$ cat src/rtl/core/tptc_pkg.sv
`default_nettype none
package tptc_pkg;

    // Field widths fixed by the command format
    localparam int unsigned ASID_W    = 10;
    localparam int unsigned VPN_W     = 20;
    localparam int unsigned WORD_W    = 32;
    localparam int unsigned TAG_W     = 16;
    localparam int unsigned TAG_PG_W  = 6;
    localparam int unsigned RTAG_W    = 4;
    localparam int unsigned OUT_IDX_W = 10;

    // Bit position of the residual tag field in the entry word
    localparam int unsigned RTAG_SHIFT = 0;

    // Request function codes
    typedef enum logic [1:0] {
        FUNC_INSERT     = 2'd0,
        FUNC_PURGE_PAGE = 2'd1,
        FUNC_PURGE_ALL  = 2'd2,
        FUNC_PURGE_ASID = 2'd3
    } t_func;

    // Downstream purge command codes
    localparam logic [1:0] KIND_NONE = 2'd0;
    localparam logic [1:0] KIND_PAGE = 2'd1;
    localparam logic [1:0] KIND_ALL  = 2'd2;
    localparam logic [1:0] KIND_ASID = 2'd3;

    typedef struct packed {
        t_func              func;
        logic [ASID_W-1:0]  asid;
        logic [VPN_W-1:0]   vpn;
        logic [WORD_W-1:0]  pte_word;
        logic               insert_target;
    } t_req;

    typedef struct packed {
        logic [OUT_IDX_W-1:0] set_index;
        logic                 way_used;
        logic                 wrote_entry;
        logic                 removed_entry;
        logic [WORD_W-1:0]    stored_word;
        logic [TAG_W-1:0]     tag_value;
        logic [1:0]           purge_kind;
        logic [ASID_W-1:0]    purge_asid;
        logic [VPN_W-1:0]     purge_vpn;
        logic                 target_out;
    } t_res;

    // Way decision handed from the selector to the write-back logic
    typedef struct packed {
        logic                 way;
        logic                 tag_we;
        logic                 wrote;
        logic                 removed;
        logic                 rot_toggle;
        logic [2*TAG_W-1:0]   tag_word;
    } t_dec;

endpackage
`default_nettype wire

$ cat src/rtl/core/tptc_way_sel.sv
`default_nettype none
module tptc_way_sel (
    input  wire tptc_pkg::t_func                 i_func,
    input  wire logic [tptc_pkg::TAG_W-1:0]      i_tag,
    input  wire logic [2*tptc_pkg::TAG_W-1:0]    i_tag_word,
    input  wire logic                            i_rotate,
    output tptc_pkg::t_dec                       o_dec
);
    import tptc_pkg::*;

    logic [TAG_W-1:0] tag0;
    logic [TAG_W-1:0] tag1;
    logic             hit0;
    logic             hit1;

    assign tag0 = i_tag_word[TAG_W-1:0];
    assign tag1 = i_tag_word[2*TAG_W-1:TAG_W];
    assign hit0 = (tag0 == i_tag);
    assign hit1 = (tag1 == i_tag);

    // Pick the way and build the modified tag word of the set
    always_comb begin
        o_dec = '0;
        o_dec.tag_word = i_tag_word;
        unique case (i_func)
            FUNC_INSERT: begin
                o_dec.wrote  = 1'b1;
                o_dec.tag_we = 1'b1;
                priority if (hit0) begin
                    o_dec.way = 1'b0;
                end else if (hit1) begin
                    o_dec.way = 1'b1;
                end else if (tag0 == '0) begin
                    o_dec.way = 1'b0;
                end else if (tag1 == '0) begin
                    o_dec.way = 1'b1;
                end else begin
                    o_dec.way        = ~i_rotate;
                    o_dec.rot_toggle = 1'b1;
                end
                if (o_dec.way) begin
                    o_dec.tag_word[2*TAG_W-1:TAG_W] = i_tag;
                end else begin
                    o_dec.tag_word[TAG_W-1:0] = i_tag;
                end
            end
            FUNC_PURGE_PAGE: begin
                priority if (hit0) begin
                    o_dec.way                 = 1'b0;
                    o_dec.removed             = 1'b1;
                    o_dec.tag_we              = 1'b1;
                    o_dec.tag_word[TAG_W-1:0] = '0;
                end else if (hit1) begin
                    o_dec.way                         = 1'b1;
                    o_dec.removed                     = 1'b1;
                    o_dec.tag_we                      = 1'b1;
                    o_dec.tag_word[2*TAG_W-1:TAG_W]   = '0;
                end else begin
                    o_dec.way = 1'b0;
                end
            end
            default: begin
                // Full purges are handled by the clearing sweep
                o_dec.way = 1'b0;
            end
        endcase
    end

endmodule
`default_nettype wire

$ cat config.mk
export PLATFORM = sky130hd
export DESIGN_NAME = tptc_way_sel
export DESIGN_NICKNAME = d
export VERILOG_FILES = /design/src/rtl/core/tptc_pkg.sv /design/src/rtl/core/tptc_way_sel.sv
export SDC_FILE = /design/constraint.sdc
export NUM_CORES = 1
export LEC_CHECK = 0
export ABC_CLOCK_PERIOD_IN_PS = 2400
export BUFFER_PORTS_ARGS = -buffer_cell sky130_fd_sc_hd__buf_2
export CORE_ASPECT_RATIO = 1.4
export CORE_MARGIN = 3
export CORE_UTILIZATION = 38
export DETAILED_ROUTE_END_ITERATION = 8
export PLACE_DENSITY = 0.89
export SLEW_MARGIN = 10
export SYNTH_ARGS = -nofsm -noshare
export SYNTH_HDL_FRONTEND = slang
export SYNTH_SLANG_ARGS = --single-unit
$ cat constraint.sdc
create_clock -name vclk -period 2.4
set_input_delay 0.24 -clock vclk [all_inputs]
set_output_delay 0.24 -clock vclk [all_outputs]
set_load 0.05 [all_outputs]
==> results.md <==
- Outcome: complete, no violations
- Post-synthesis instance area: 892 um^2
- Crit path launch type: input pin
- Row cnt: 20
- Core box area: 2200 um^2
- # nets final: 248
- Slowest cell on crit path: nor4_4
- Hold Buf Count CTS: 0
- Initial antenna violation count: 0
- Post-synth top area share: 31.4%
- Worst Path Arrival: 2.12 ns
- Initial Utilization: 40.5%
- Worst path top cell family by delay: buffers and inverters
- Hold/Removal Path Class: in2out
- Die X: 47.0 um
- Routed WL: 3.69 mm
- Final std cells w/o fill: 217
- Vias in the first global route: 1222
- Boundary pin count: 88
- Final setup vio count: 0
- CP Cell Sequence: buf_2 > xnor2_1 > nand4_1 > nor4_4 > buf_4 > nor3b_4 > nor2_4 > buf_12 > a22o_1 > buf_2
- Average size of a mapped cell: 8.58 um^2
- Pwr dens: 299 nW/um^2
- Logic pwr share: 100.0%
- CP peak stage delay: 0.31 ns
- Post-DP HPWL: 2.89 mm
- Port Buffers: 88
- Slack of the critical path: 0.0417 ns
- Final Hold Violating Endpoints: 0
- Area after DPL: 1380 um^2
- GPL Wtd Cong: 0.872
- CP endpoint kind: output pin
- Clkbuf count: 0
- Register area share after synthesis: 0%
- P&R area growth vs syn: 62.4%
- TritonRoute pass-1 iters: 4
- Antenna Violating Nets Remaining: 0
- Max-slew headroom: 73.7%
- Die area: 2970 um^2
- # diodes: 0
- Minimum clock period: 2.36 ns
- Largest net degree at the start of global routing: 18
- Register area: 0 um^2
- Die Y-Extent: 63.3 um
- Slew at the pin with the worst max-slew slack: 0.392 ns
- Hold_ws: 0.907 ns
- Max Slew Vio Count: 0
- Layout cells sized above 1: 57.4%
- Static leakage: 0.666 nW
- Critical Path RT: 2.16 ns
- Finished Cell Area: 1450 um^2
- Drt drc: 0
- Post-Place Setup Slack: -0.0440 ns
- Via Count: 1268
- Switching Power: 0.284 mW
- Post-synth top cells: xnor2_1, a22o_1, nand4_1, nor4_1, a22o_2
- Fmax: 424 MHz
- Critical Path Fanout Max: 16
- Period utilization: 98.3%
- Int Pwr: 0.148 mW
- Final Util: 65.8%
- Cell taking the most area after synthesis: xnor2_1
- Clock power share: 0%
- Vias per Instance: 5.84
- CP Buf/Inv Count: 4
- Max cap viols: 0
- Syn Inst Count: 104
- GRT Resource Usage Total: 23.8%
- Area contributors post-synth: xnor2_1, a22o_1, a22o_2, nor4_4, nand4_1
- Distinct cells, synth: 19
- Total number of yosys warnings: 0
- Syn nets: 155
- Share of total power in sequential cells: 0%
- Global-route wire length before repair: 5.54 mm
- Most common cell in the synthesized netlist: xnor2_1
- Sw frac: 65.7%
- Iteration-0 DRC Markers: 30
- Avg WL per Cell: 17.0 um
- # placed instances: 214
- Setup TNS: 0 ns
- Worst VDD drop: 0.000163 V
- Final total power: 0.433 mW
- Worst Setup Path Type: in2out
- Grt total ovfl: 0
- Sequential cell count: 0
- Most frequent CP cell: buf_2
==> kinds of logic after synthesis <==
logic type | after synthesis | synth area share (%)
xor+xnor | 32 | 31.4
buf+inv | 5 | 4.63
simple gates | 30 | 27.3
compound gates | 37 | 36.6
==> worst min-delay path, cell delays in order <==
cell     delay, ns
buf_2         0.14
a21oi_1       0.07
buf_2         0.21
==> metal layers <==
layer	wire (um)	track usage (%)	up-vias	part of all wire, %
met3	300	1.14	6	8.1
li1	-	-	611	-
met5	0	0	-	0
met4	53	2.42	0	1.4
met1	1450	30.1	584	39
met2	1880	43.4	67	51
==> repair_timing <==
| action | CTS | global route |
|---|---|---|
| pin swaps | 0 | 3 |
| endpoints found under the setup margin | 16 | 32 |
| setup buffers | 0 | 3 |
| gates resized for setup | 2 | 3 |
==> power by group through the flow <==
stage	combinational (mW)	sequential, mW	clock (mW)
after global routing	0.457	0	0
after global placement	0.414	0	0
after CTS	0.420	0	0
after detailed placement	0.417	0	0
final	0.433	0	0
after floorplan	0.284	0	0
==> cell usage in the layout, fill, tap and decap left out, drive strengths merged <==
master and n:
buf 94, xnor2 32, a22o 32, nor4 11, nand4 10, nor2 3, nor3b 3, nand2 2
a21oi 2, a211oi 1, o21bai 1, o21a 1, inv 1, nor4b 1, clkbuf 1
==> final cells by class <==
type	instances	area, um^2
fill	182	753
inverter	1	3.75
tap	22	27.5
timing repair buffer	95	536
multi-input combinational	99	882
==> path summary, 6_finish.rpt <==
| kind | slack [ns] | cells after the start | start | end |
|---|---|---|---|---|
| max | 0.04 | 10 | i_tag[5] | o_dec[19] |
| min | 0.91 | 3 | i_func[0] | o_dec[35] |
No activity file was read; power rests on OpenSTA's default activity.
